File: src/sv/cta_pkg.sv
// Shared types and constants for the color-to-alpha unmix pipeline.
// No dependencies.
package cta_pkg;

  localparam int unsigned ChW     = 8;
  localparam int unsigned DvdW    = 19;   // dividend and remainder width
  localparam int unsigned DvsW    = ChW + 1;
  localparam int unsigned NLanes  = 4;    // red, green, blue, alpha
  localparam int unsigned NSteps  = ChW;  // one quotient bit per stage

  localparam logic [ChW-1:0] ChMax = 8'd255;

  typedef logic [ChW-1:0] chan_t;
  typedef chan_t [2:0]    rgb_t;

  typedef enum logic [1:0] {
    REG_BG_RED   = 2'd0,
    REG_BG_GREEN = 2'd1,
    REG_BG_BLUE  = 2'd2
  } reg_idx_e;

  // Front end to divider hand-off.
  typedef struct packed {
    logic [NLanes-1:0][DvdW-1:0] dvd;
    logic [NLanes-1:0][DvsW-1:0] dvs;
    logic [2:0]                  neg;
    logic                        none;
    rgb_t                        src;
  } mid_t;

  // One divider stage.
  typedef struct packed {
    logic [NLanes-1:0][DvdW-1:0] rem;
    logic [NLanes-1:0][DvsW-1:0] dvs;
    logic [NLanes-1:0][ChW-1:0]  quo;
    logic [2:0]                  neg;
    logic [2:0]                  sat;
    logic                        none;
    rgb_t                        src;
  } dstg_t;

endpackage

File: src/sv/colour_to_alpha_unmix.sv
// Top level of the color-to-alpha unmix block: background registers, front end, divider.
// Depends on cta_pkg, cta_front, cta_div.
//
//  channel | handshake              | payload
//  --------+------------------------+-----------------------------------------
//  in      | in_valid_i/in_ready_o  | src_red_i, src_green_i, src_blue_i, src_alpha_i
//  out     | out_valid_o/out_ready_i| out_red_o, out_green_o, out_blue_o, out_alpha_o
//  cfg     | cfg_we_i (no wait)     | cfg_idx_i, cfg_data_i
//
// One request per cycle sustained while out_ready_i is not held low (3 front-end stages,
// one saturation stage, 8 divider stages, one quotient bit each).
// Reset clears all valid bits and sets the background to white.
// Each stage loads when it is empty or its successor moves, so a stalled
// output only backs up the stages behind it; nothing is dropped or repeated.
module colour_to_alpha_unmix import cta_pkg::*; (
  input  logic       clk_i,
  input  logic       rst_ni,
  input  logic       cfg_we_i,
  input  logic [1:0] cfg_idx_i,
  input  logic [7:0] cfg_data_i,
  input  logic       in_valid_i,
  output logic       in_ready_o,
  input  logic [7:0] src_red_i,
  input  logic [7:0] src_green_i,
  input  logic [7:0] src_blue_i,
  input  logic [7:0] src_alpha_i,
  output logic       out_valid_o,
  input  logic       out_ready_i,
  output logic [7:0] out_red_o,
  output logic [7:0] out_green_o,
  output logic [7:0] out_blue_o,
  output logic [7:0] out_alpha_o
);

  rgb_t bg_q;
  rgb_t src;
  rgb_t out_rgb;
  mid_t mid;
  logic mid_valid, mid_ready;

  // background color registers; an unknown index is ignored
  always_ff @(posedge clk_i or negedge rst_ni) begin
    if (!rst_ni) begin
      bg_q <= {ChMax, ChMax, ChMax};
    end else if (cfg_we_i) begin
      unique case (cfg_idx_i)
        REG_BG_RED:   bg_q[0] <= cfg_data_i;
        REG_BG_GREEN: bg_q[1] <= cfg_data_i;
        REG_BG_BLUE:  bg_q[2] <= cfg_data_i;
        default:      ;
      endcase
    end
  end

  assign src = {src_blue_i, src_green_i, src_red_i};

  // distances, winning fraction, and the unmix/alpha dividends
  cta_front u_front (
    .clk_i       (clk_i),
    .rst_ni      (rst_ni),
    .bg_i        (bg_q),
    .in_valid_i  (in_valid_i),
    .in_ready_o  (in_ready_o),
    .src_i       (src),
    .alpha_i     (src_alpha_i),
    .mid_valid_o (mid_valid),
    .mid_ready_i (mid_ready),
    .mid_o       (mid)
  );

  // rounded quotients, clamp, and background-match pass-through
  cta_div u_div (
    .clk_i       (clk_i),
    .rst_ni      (rst_ni),
    .mid_valid_i (mid_valid),
    .mid_ready_o (mid_ready),
    .mid_i       (mid),
    .out_valid_o (out_valid_o),
    .out_ready_i (out_ready_i),
    .out_rgb_o   (out_rgb),
    .out_alpha_o (out_alpha_o)
  );

  assign out_red_o   = out_rgb[0];
  assign out_green_o = out_rgb[1];
  assign out_blue_o  = out_rgb[2];

endmodule

File: src/sv/cta_front.sv
// Front end: distances, fraction compare, winner pick and dividends (three stages).
// Depends on cta_pkg.
module cta_front import cta_pkg::*; (
  input  logic  clk_i,
  input  logic  rst_ni,
  input  rgb_t  bg_i,
  input  logic  in_valid_i,
  output logic  in_ready_o,
  input  rgb_t  src_i,
  input  chan_t alpha_i,
  output logic  mid_valid_o,
  input  logic  mid_ready_i,
  output mid_t  mid_o
);

  logic [2:0] en;
  logic [2:0] v_q;

  // stage 1: distance and headroom
  rgb_t  s1_q, b1_q, d1_q, den1_q, d1_d, den1_d;
  chan_t a1_q;
  // stage 2: pairwise fraction compares
  rgb_t  s2_q, b2_q, d2_q, den2_q;
  chan_t a2_q;
  logic  gt01_q, gt02_q, gt12_q, gt01_d, gt02_d, gt12_d;
  // stage 3: dividends
  mid_t  mid_q, mid_d;

  always_comb begin
    en[2] = !v_q[2] || mid_ready_i;
    en[1] = !v_q[1] || en[2];
    en[0] = !v_q[0] || en[1];
  end
  assign in_ready_o  = en[0];
  assign mid_valid_o = v_q[2];
  assign mid_o       = mid_q;

  always_comb begin
    for (int i = 0; i < 3; i++) begin
      if (src_i[i] < bg_i[i]) begin
        d1_d[i]   = bg_i[i] - src_i[i];
        den1_d[i] = bg_i[i];
      end else begin
        d1_d[i]   = src_i[i] - bg_i[i];
        den1_d[i] = ChMax - bg_i[i];
      end
    end
  end

  // d_j/den_j > d_i/den_i by cross-multiplication
  always_comb begin
    gt01_d = (16'(d1_q[1]) * 16'(den1_q[0])) > (16'(d1_q[0]) * 16'(den1_q[1]));
    gt02_d = (16'(d1_q[2]) * 16'(den1_q[0])) > (16'(d1_q[0]) * 16'(den1_q[2]));
    gt12_d = (16'(d1_q[2]) * 16'(den1_q[1])) > (16'(d1_q[1]) * 16'(den1_q[2]));
  end

  logic [1:0]        win;
  logic              have;
  chan_t             dk, denk;
  logic [15:0]       bd;
  logic signed [9:0] diff;
  logic signed [18:0] sd, dn, prod, num;
  logic [16:0]       adk;

  always_comb begin
    // earliest channel wins ties; zero distance never wins
    have = 1'b0;
    win  = 2'd0;
    if (d2_q[0] != '0) begin
      have = 1'b1;
      win  = 2'd0;
    end
    if (d2_q[1] != '0 && (!have || gt01_q)) begin
      have = 1'b1;
      win  = 2'd1;
    end
    if (d2_q[2] != '0 && (!have || (win == 2'd0 ? gt02_q : gt12_q))) begin
      have = 1'b1;
      win  = 2'd2;
    end
    dk   = have ? d2_q[win]   : '0;
    denk = have ? den2_q[win] : '0;

    mid_d      = '0;
    mid_d.none = !have;
    mid_d.src  = s2_q;
    dn         = $signed({11'b0, denk});
    for (int i = 0; i < 3; i++) begin
      bd   = 16'(b2_q[i]) * 16'(dk);
      diff = $signed({2'b0, s2_q[i]}) - $signed({2'b0, b2_q[i]});
      sd   = 19'(diff);
      prod = sd * dn;
      num  = $signed({3'b0, bd}) + prod;
      mid_d.neg[i] = num[18];
      mid_d.dvd[i] = {num[17:0], 1'b0} + 19'(dk);
      mid_d.dvs[i] = {dk, 1'b0};
    end
    adk          = 17'(16'(a2_q) * 16'(dk));
    mid_d.dvd[3] = {1'b0, adk, 1'b0} + 19'(denk);
    mid_d.dvs[3] = {denk, 1'b0};
  end

  always_ff @(posedge clk_i or negedge rst_ni) begin
    if (!rst_ni) begin
      v_q <= '0;
    end else begin
      if (en[0]) v_q[0] <= in_valid_i;
      if (en[1]) v_q[1] <= v_q[0];
      if (en[2]) v_q[2] <= v_q[1];
    end
  end

  always_ff @(posedge clk_i) begin
    if (en[0]) begin
      s1_q   <= src_i;
      a1_q   <= alpha_i;
      b1_q   <= bg_i;
      d1_q   <= d1_d;
      den1_q <= den1_d;
    end
    if (en[1]) begin
      s2_q   <= s1_q;
      a2_q   <= a1_q;
      b2_q   <= b1_q;
      d2_q   <= d1_q;
      den2_q <= den1_q;
      gt01_q <= gt01_d;
      gt02_q <= gt02_d;
      gt12_q <= gt12_d;
    end
    if (en[2]) begin
      mid_q <= mid_d;
    end
  end

endmodule

File: src/sv/cta_div.sv
// Pipelined restoring divider, four lanes, one quotient bit per stage, plus output mux.
// Depends on cta_pkg.
module cta_div import cta_pkg::*; (
  input  logic  clk_i,
  input  logic  rst_ni,
  input  logic  mid_valid_i,
  output logic  mid_ready_o,
  input  mid_t  mid_i,
  output logic  out_valid_o,
  input  logic  out_ready_i,
  output rgb_t  out_rgb_o,
  output chan_t out_alpha_o
);

  logic  [NSteps:0] en;
  logic  [NSteps:0] v_q;
  dstg_t            stg_q [NSteps+1];
  dstg_t            stg_d [NSteps+1];

  always_comb begin
    en[NSteps] = !v_q[NSteps] || out_ready_i;
    for (int k = NSteps - 1; k >= 0; k--) begin
      en[k] = !v_q[k] || en[k+1];
    end
  end
  assign mid_ready_o = en[0];
  assign out_valid_o = v_q[NSteps];

  // stage 0: saturation check, a red, green or blue quotient of 256 or more clamps
  always_comb begin
    stg_d[0]      = '0;
    stg_d[0].rem  = mid_i.dvd;
    stg_d[0].dvs  = mid_i.dvs;
    stg_d[0].neg  = mid_i.neg;
    stg_d[0].none = mid_i.none;
    stg_d[0].src  = mid_i.src;
    for (int l = 0; l < 3; l++) begin
      stg_d[0].sat[l] = mid_i.dvd[l] >= {2'b0, mid_i.dvs[l], 8'b0};
    end
  end

  for (genvar t = 1; t <= NSteps; t++) begin : g_step
    localparam int unsigned Bit = NSteps - t;
    logic [DvdW-1:0] trial [NLanes];
    always_comb begin
      stg_d[t] = stg_q[t-1];
      for (int l = 0; l < NLanes; l++) begin
        trial[l] = DvdW'(stg_q[t-1].dvs[l]) << Bit;
        if (stg_q[t-1].rem[l] >= trial[l]) begin
          stg_d[t].rem[l]      = stg_q[t-1].rem[l] - trial[l];
          stg_d[t].quo[l][Bit] = 1'b1;
        end
      end
    end
  end

  always_ff @(posedge clk_i or negedge rst_ni) begin
    if (!rst_ni) begin
      v_q <= '0;
    end else begin
      if (en[0]) v_q[0] <= mid_valid_i;
      for (int k = 1; k <= NSteps; k++) begin
        if (en[k]) v_q[k] <= v_q[k-1];
      end
    end
  end

  always_ff @(posedge clk_i) begin
    for (int k = 0; k <= NSteps; k++) begin
      if (en[k]) stg_q[k] <= stg_d[k];
    end
  end

  always_comb begin
    for (int l = 0; l < 3; l++) begin
      priority if (stg_q[NSteps].none)   out_rgb_o[l] = stg_q[NSteps].src[l];
      else if (stg_q[NSteps].neg[l])     out_rgb_o[l] = '0;
      else if (stg_q[NSteps].sat[l])     out_rgb_o[l] = ChMax;
      else                               out_rgb_o[l] = stg_q[NSteps].quo[l];
    end
    out_alpha_o = stg_q[NSteps].none ? '0 : stg_q[NSteps].quo[3];
  end

endmodule

File: config.mk
export PLATFORM = sky130hd
export DESIGN_NAME = colour_to_alpha_unmix
export DESIGN_NICKNAME = d
export VERILOG_FILES = /design/src/sv/cta_pkg.sv /design/src/sv/colour_to_alpha_unmix.sv /design/src/sv/cta_front.sv /design/src/sv/cta_div.sv
export SDC_FILE = /design/constraint.sdc
export NUM_CORES = 2
export LEC_CHECK = 0
export ABC_AREA = 1
export BUFFER_PORTS_ARGS = -buffer_cell sky130_fd_sc_hd__buf_2
export CAP_MARGIN = 20
export CORE_MARGIN = 2
export CORE_UTILIZATION = 49
export CTS_CLUSTER_SIZE = 12
export DETAILED_ROUTE_END_ITERATION = 10
export PLACE_DENSITY = 0.74
export RECOVER_POWER = 100
export SETUP_SLACK_MARGIN = 0.1
export SLEW_MARGIN = 20
export SYNTH_ARGS = -nofsm -noshare
export SYNTH_HDL_FRONTEND = slang
export SYNTH_HIERARCHICAL = 1
export SYNTH_SLANG_ARGS = --single-unit
export TNS_END_PERCENT = 20
File: constraint.sdc
create_clock -name clk_i -period 20.9 [get_ports clk_i]
set_input_delay 2.09 -clock clk_i [delete_from_list [all_inputs] [get_ports clk_i]]
set_output_delay 2.09 -clock clk_i [all_outputs]
set_load 0.02 [all_outputs]
* Yosys cells after proc, flatten, opt, wreduce, memory -nomap -nowiden
Memories as Yosys holds them, arrays and structs flattened. Cells that the tools add are included.
Operators by class: add/subtract/negate cells 51, muxes and demuxes 110, equality and inequality tests 2, reductions and logical operators 39, multipliers 13, magnitude comparators 42
Operators by type and width (number):
- two-way mux 19 bit | 32
- multiplier 8 x 8 -> 16 bit | 10
- two-way mux 8 bit | 20
- greater-or-equal comparator 19 x 10 -> 1 bit | 4
- greater-or-equal comparator 19 x 11 -> 1 bit | 4
- greater-or-equal comparator 19 x 12 -> 1 bit | 4
- greater-or-equal comparator 19 x 13 -> 1 bit | 4
- greater-or-equal comparator 19 x 14 -> 1 bit | 4
- greater-or-equal comparator 19 x 15 -> 1 bit | 4
- greater-or-equal comparator 19 x 16 -> 1 bit | 4
- greater-or-equal comparator 19 x 9 -> 1 bit | 4
- subtractor 19 x 10 -> 19 bit | 4
- subtractor 19 x 11 -> 19 bit | 4
- subtractor 19 x 12 -> 19 bit | 4
- subtractor 19 x 13 -> 19 bit | 4
- subtractor 19 x 14 -> 19 bit | 4
- subtractor 19 x 15 -> 19 bit | 4
- subtractor 19 x 16 -> 19 bit | 4
- subtractor 19 x 9 -> 19 bit | 4
- adder 17 x 19 -> 19 bit | 3
- adder 19 x 8 -> 19 bit | 3
- greater-or-equal comparator 19 x 17 -> 1 bit | 3
- two-way mux 1 bit | 55
- multiplier 9 x 9 -> 18 bit | 3
- 17 further kinds | 64
Storage, ports and cells: memories 1, input port bits 47, bits in registers 367, bits in writable memories 1575
Memories:
- u_div.stg_q | words 9, bits a word 175, read ports 9, clocked after memory_dff 0, wr ports 9, line cta_div.sv:17 | dstg_t stg_q [NSteps+1];

* Longest topological paths before layout
depth in word-level cells 17, mapped depth 46, mapped depth without buffers 43

* Modules after synthesis
The synthesis kept the hierarchy.
Modules (own cells, without submodules):
- cta_div | times used 1, area each 66292.3 um^2, sequential area each 39833.2 um^2, cells each 6636
- cta_front | times used 1, area each 48744.2 um^2, sequential area each 9864.5 um^2, cells each 5800
- colour_to_alpha_unmix | times used 1, area each 1081.0 um^2, sequential area each 630.6 um^2, cells each 107

* Least setup slack after synthesis
Ideal clock, no wire load.
path type input to output, start point input port out_ready_i, end point output port in_ready_o, stages 10, required time 18810 ps, arrival time 20655 ps, slack -1845 ps, path through nor2_2 > nand4_1 > nor2_1 > nand2_1 > nor2_1 > nand3_1 > inv_1 > nand2_1 > nor2_1 > nand2_1
On the way: cells in the longest elaborated chain, start to end 12
Ends and longest elaborated chain:
- from (decl) | line colour_to_alpha_unmix.sv:28 | input logic out_ready_i,
- logical OR 1 bit | line cta_div.sv:21 | en[NSteps] = !v_q[NSteps] || out_ready_i;
- logical OR 1 bit (3 in a row) | line cta_div.sv:23 | en[k] = !v_q[k] || en[k+1];
- via u_div.en[5] | line cta_div.sv:15 | logic [NSteps:0] en;
- logical OR 1 bit (2 in a row) | line cta_div.sv:23
- via u_div.en[3] | line cta_div.sv:15
- logical OR 1 bit (3 in a row) | line cta_div.sv:23
- via mid_ready | line colour_to_alpha_unmix.sv:39 | logic mid_valid, mid_ready;
- logical OR 1 bit | line cta_front.sv:30 | en[2] = !v_q[2] || mid_ready_i;
- via u_front.en[2] | line cta_front.sv:16 | logic [2:0] en;
- logical OR 1 bit | line cta_front.sv:31 | en[1] = !v_q[1] || en[2];
- logical OR 1 bit | line cta_front.sv:32 | en[0] = !v_q[0] || en[1];
- to (decl) | line colour_to_alpha_unmix.sv:22 | output logic in_ready_o,
The timed path passes the listed nets, and every way through them passes these cells.

* Final worst setup path
Same ends and word-level chain as after synthesis.

==> flow_results.xml <==
<?xml version="1.0" encoding="UTF-8"?>
<metrics>
  <group name="detailed_routing">
    <metric name="drt-vias-per-instance" unit="">5.059</metric>
    <metric name="first_pass_iters" unit="">8</metric>
    <metric name="detailroute.via_count" unit="">80380</metric>
    <metric name="initialDrtViolationCount" unit="">5248</metric>
    <metric name="drt_drc_violations_left" unit="">0</metric>
    <metric name="wl_per_cell" unit="um">15.54</metric>
    <metric name="route.final.wire_length" unit="um">246900</metric>
    <metric name="ant_nets" unit="">0</metric>
  </group>
  <group name="global_route">
    <metric name="grt.total_usage" unit="%">20.58</metric>
    <metric name="grt_pass1_vias" unit="">80220</metric>
    <metric name="global_route_wire_length_before_repair" unit="um">404600</metric>
    <metric name="antenna_found_initial" unit="">5</metric>
    <metric name="globalRoute.totalOverflow" unit="">0</metric>
    <metric name="grt_start_max_net_pins" unit="">93</metric>
  </group>
  <group name="logic_synthesis">
    <metric name="synth_cells" unit="">12540</metric>
    <metric name="synth.largest_area_cell" unit="">sky130_fd_sc_hd__edfxtp_1</metric>
    <metric name="synth_area_leaders" unit="">sky130_fd_sc_hd__edfxtp_1, sky130_fd_sc_hd__fa_1, sky130_fd_sc_hd__ha_1</metric>
    <metric name="ys.warnings.count" unit="">6</metric>
    <metric name="synth_enable_flop_cells" unit="">1645</metric>
    <metric name="synth.yosys.seq_area_share" unit="%">43.34</metric>
    <metric name="synth_top_flop_cell" unit="">sky130_fd_sc_hd__edfxtp_1</metric>
    <metric name="synth.top_cell.area_share" unit="%">42.54</metric>
    <metric name="synth_area" unit="um2">116100</metric>
    <metric name="synth_async_sr_flop_share" unit="%">2.142</metric>
    <metric name="synth.distinct_cells" unit="">65</metric>
    <metric name="post_synth.cell_area_avg" unit="um2">9.258</metric>
    <metric name="synthesis_stage_register_bit_count" unit="">1681</metric>
  </group>
  <group name="setup_path">
    <metric name="worst-path-max-fanout" unit="">86</metric>
    <metric name="ff2ff_setup_slack" unit="ns">8.91</metric>
    <metric name="endpoint_arrival_time_on_the_critical_path" unit="ns">10.86</metric>
    <metric name="path_cells" unit="">clkbuf_1, nor2_1, nand4_1, clkbuf_1, nor2_1, nand2_1, nor2_1, nand3_4, inv_1, nand2_1, nor2_1, nand2_1, clkbuf_1</metric>
    <metric name="critical-path-max-stage-delay" unit="ns">2.42</metric>
    <metric name="timing.setup.critical_path_class" unit="">in -&gt; out</metric>
    <metric name="critPathCapture" unit="">in_ready_o</metric>
    <metric name="timing.critical_path.slowest_stage_cell" unit="">sky130_fd_sc_hd__nand2_1</metric>
    <metric name="worstRegToRegCells" unit="">13</metric>
    <metric name="crit_path_frequent_cell" unit="">sky130_fd_sc_hd__nor2_1</metric>
    <metric name="worstSetupEndpointType" unit="">output pin</metric>
    <metric name="rr_endpoint" unit="">u_front/b1_q[19]$_DFFE_PP_</metric>
    <metric name="regToRegStartpoint" unit="">u_div/v_q[8]$_DFFE_PN0P_</metric>
    <metric name="crit_path_start_kind" unit="">primary input</metric>
    <metric name="required" unit="ns">18.81</metric>
    <metric name="setup.worst_path.start" unit="">out_ready_i</metric>
  </group>
  <group name="run_status">
    <metric name="outcome" unit="">finished with violations</metric>
    <metric name="failed_checks" unit="">capacitance limit, slew limit</metric>
  </group>
  <group name="timing">
    <metric name="final_period_util" unit="%">61.98</metric>
    <metric name="timing_max_transition_violations_final" unit="">1932</metric>
    <metric name="rsz0062_at_grt" unit="">false</metric>
    <metric name="max_slew.worst_pin.slew" unit="ns">3.911</metric>
    <metric name="setup_viol_count_final" unit="">0</metric>
    <metric name="finalWorstPathRequiredPeriod" unit="ns">12.95</metric>
    <metric name="fin_worst_skew" unit="ns">0.06268</metric>
    <metric name="finalHoldViolations" unit="">0</metric>
    <metric name="relSlewSlack" unit="%">-160.8</metric>
    <metric name="fin_ws" unit="ns">7.947</metric>
    <metric name="clock.fmax" unit="MHz">77.20</metric>
    <metric name="fin_tns_setup" unit="ns">0</metric>
  </group>
  <group name="clock_network">
    <metric name="number_of_clock_buffers_inserted_by_tritoncts" unit="">176</metric>
    <metric name="post_cts.resized_instances" unit="">0</metric>
    <metric name="clock-root-buffer" unit="">sky130_fd_sc_hd__clkbuf_16</metric>
    <metric name="max-clock-path-buffers" unit="">3</metric>
    <metric name="clkSinkCount" unit="">1681</metric>
    <metric name="tritoncts" unit="">built</metric>
    <metric name="clkLatencyLatePin" unit="ns">0.84</metric>
    <metric name="postCtsSetupBuffers" unit="">0</metric>
    <metric name="htree_levels" unit="">4</metric>
    <metric name="cts-hold-fix-buffers" unit="">0</metric>
    <metric name="clk_pin_slew" unit="ns">0.06</metric>
  </group>
  <group name="floorplanning">
    <metric name="die-height" unit="um">490.8</metric>
    <metric name="rows" unit="">178</metric>
    <metric name="die_w" unit="um">490.8</metric>
    <metric name="core-area" unit="um2">235400</metric>
    <metric name="initial_utilization" unit="%">49.33</metric>
    <metric name="top_level_ports" unit="">81</metric>
    <metric name="die-area" unit="um2">240900</metric>
  </group>
  <group name="hold_path">
    <metric name="worst_hold_path.num_cells" unit="">0</metric>
    <metric name="hp-class" unit="">reg -&gt; reg</metric>
  </group>
  <group name="place">
    <metric name="dp_cells" unit="">15590</metric>
    <metric name="dpl.hpwl" unit="um">191900</metric>
    <metric name="weighted_congestion_reported_at_the_end_of_routability_driven_placement" unit="">0.9229</metric>
    <metric name="dpl_worst_slack" unit="ns">12.08</metric>
    <metric name="port-buffer-count" unit="">80</metric>
  </group>
  <group name="finish">
    <metric name="most-common-layout-cells" unit="">sky130_fd_sc_hd__nand2_1, sky130_fd_sc_hd__inv_1, sky130_fd_sc_hd__edfxtp_1, sky130_fd_sc_hd__nor2_1, sky130_fd_sc_hd__ha_1</metric>
    <metric name="instances_no_fill" unit="">15890</metric>
    <metric name="final_nets" unit="">14250</metric>
    <metric name="syn_to_final_growth" unit="%">7.121</metric>
    <metric name="layout_commonest_cell" unit="">sky130_fd_sc_hd__nand2_1</metric>
    <metric name="max_flop_register" unit="">u_div/stg_q</metric>
    <metric name="largest_register_ffs" unit="">1319</metric>
    <metric name="post_route_cells_drive_above_1_share" unit="%">2.590</metric>
  </group>
  <group name="run">
    <metric name="cap_viol_max_count" unit="">36</metric>
  </group>
</metrics>
-- Yosys cell counts, drive strengths merged, types with 9 or more instances --
cell	number
a211oi	9
nor2	1025
mux2	9
fa	623
nand2	3206
nand4	159
nand3b	78
inv	2400
buf	125
a31oi	23
clkinv	19
dfrtp	12
a21oi	534
dfstp	24
edfxtp	1645
xnor2	162
nand3	542
a31o	13
a21o	25
xor2	285
nor4	24
clkbuf	115
and2	20
nor3	93
o21ai	313
o21bai	35
or2	23
ha	958
-- worst min path at each step --
stage	startpoint	endpoint	slack, ns
finish	u_front/mid_o[63]$_DFFE_PP_	u_div/stg_q[0][66]$_DFFE_PP_	0.39
global route	u_front/mid_o[63]$_DFFE_PP_	u_div/stg_q[0][66]$_DFFE_PP_	0.40
CTS	u_front/mid_o[63]$_DFFE_PP_	u_div/stg_q[0][66]$_DFFE_PP_	0.39
detailed placement	u_div/stg_q[0][843]$_DFFE_PP_	u_div/stg_q[0][1018]$_DFFE_PP_	0.40
global placement	u_front/a1_q[3]$_DFFE_PP_	u_front/a2_q[3]$_DFFE_PP_	0.40
floorplan	u_front/mid_o[0]$_DFFE_PP_	u_div/stg_q[0][0]$_DFFE_PP_	0.40
-- layer usage --
layer	global-route usage, %	routed length (um)	vias up
li1	-	-	40230
met1	26.90	107100	37470
met2	34.90	117000	2156
met3	2.892	13830	521
met4	7.377	9045	2
met5	0	12	-
-- critical path: cells and delay by family --
family        cells  cell delay, ns
buf+inv           4            1.88
simple gates      9            6.78
-- per-stage QoR --
| stage | instance area [um2] | hold slack [ns] | util, % |
|---|---|---|---|
| 2_1_floorplan | 116100 | 0.4003 | - |
| 3_3_place_gp | 119600 | 0.4008 | 50.81 |
| 3_5_place_dp | 119600 | 0.4045 | 50.81 |
| 4_1_cts | 125000 | 0.3886 | 53.11 |
| 5_1_grt | 124400 | 0.3972 | 52.84 |
| 6_report | 124400 | 0.3860 | 52.84 |
-- cell type report --
class                   instances  area, um2
inverters                    2419       9086
well taps                    3150       3941
diodes                          1      2.502
flip-flops and latches       1681      50330
clock buffers                 230       4688
clock inverters                69      729.5
multi-input cells            8207      55080
repair buffers                133      534.3
fillers                     20780     111000
-- logic make-up (layout without fill, tap and decap cells) --
kind of cell	after synthesis	after routing	synth area share (%)
and+or+nand+nor	5183	5183	18.44
xor gates and xnor gates	447	447	3.372
buffers and inverters	2659	2851	8.991
other	1	6	0.003229
muxes	15	15	0.1390
DFF	1681	1681	43.34
adders and majority gates	1581	1581	21.06
AOI/OAI and AO/OA	976	976	4.652
Power is not shown: default switching activity piles up to over one toggle a cycle in this logic, so the estimate is an artifact.
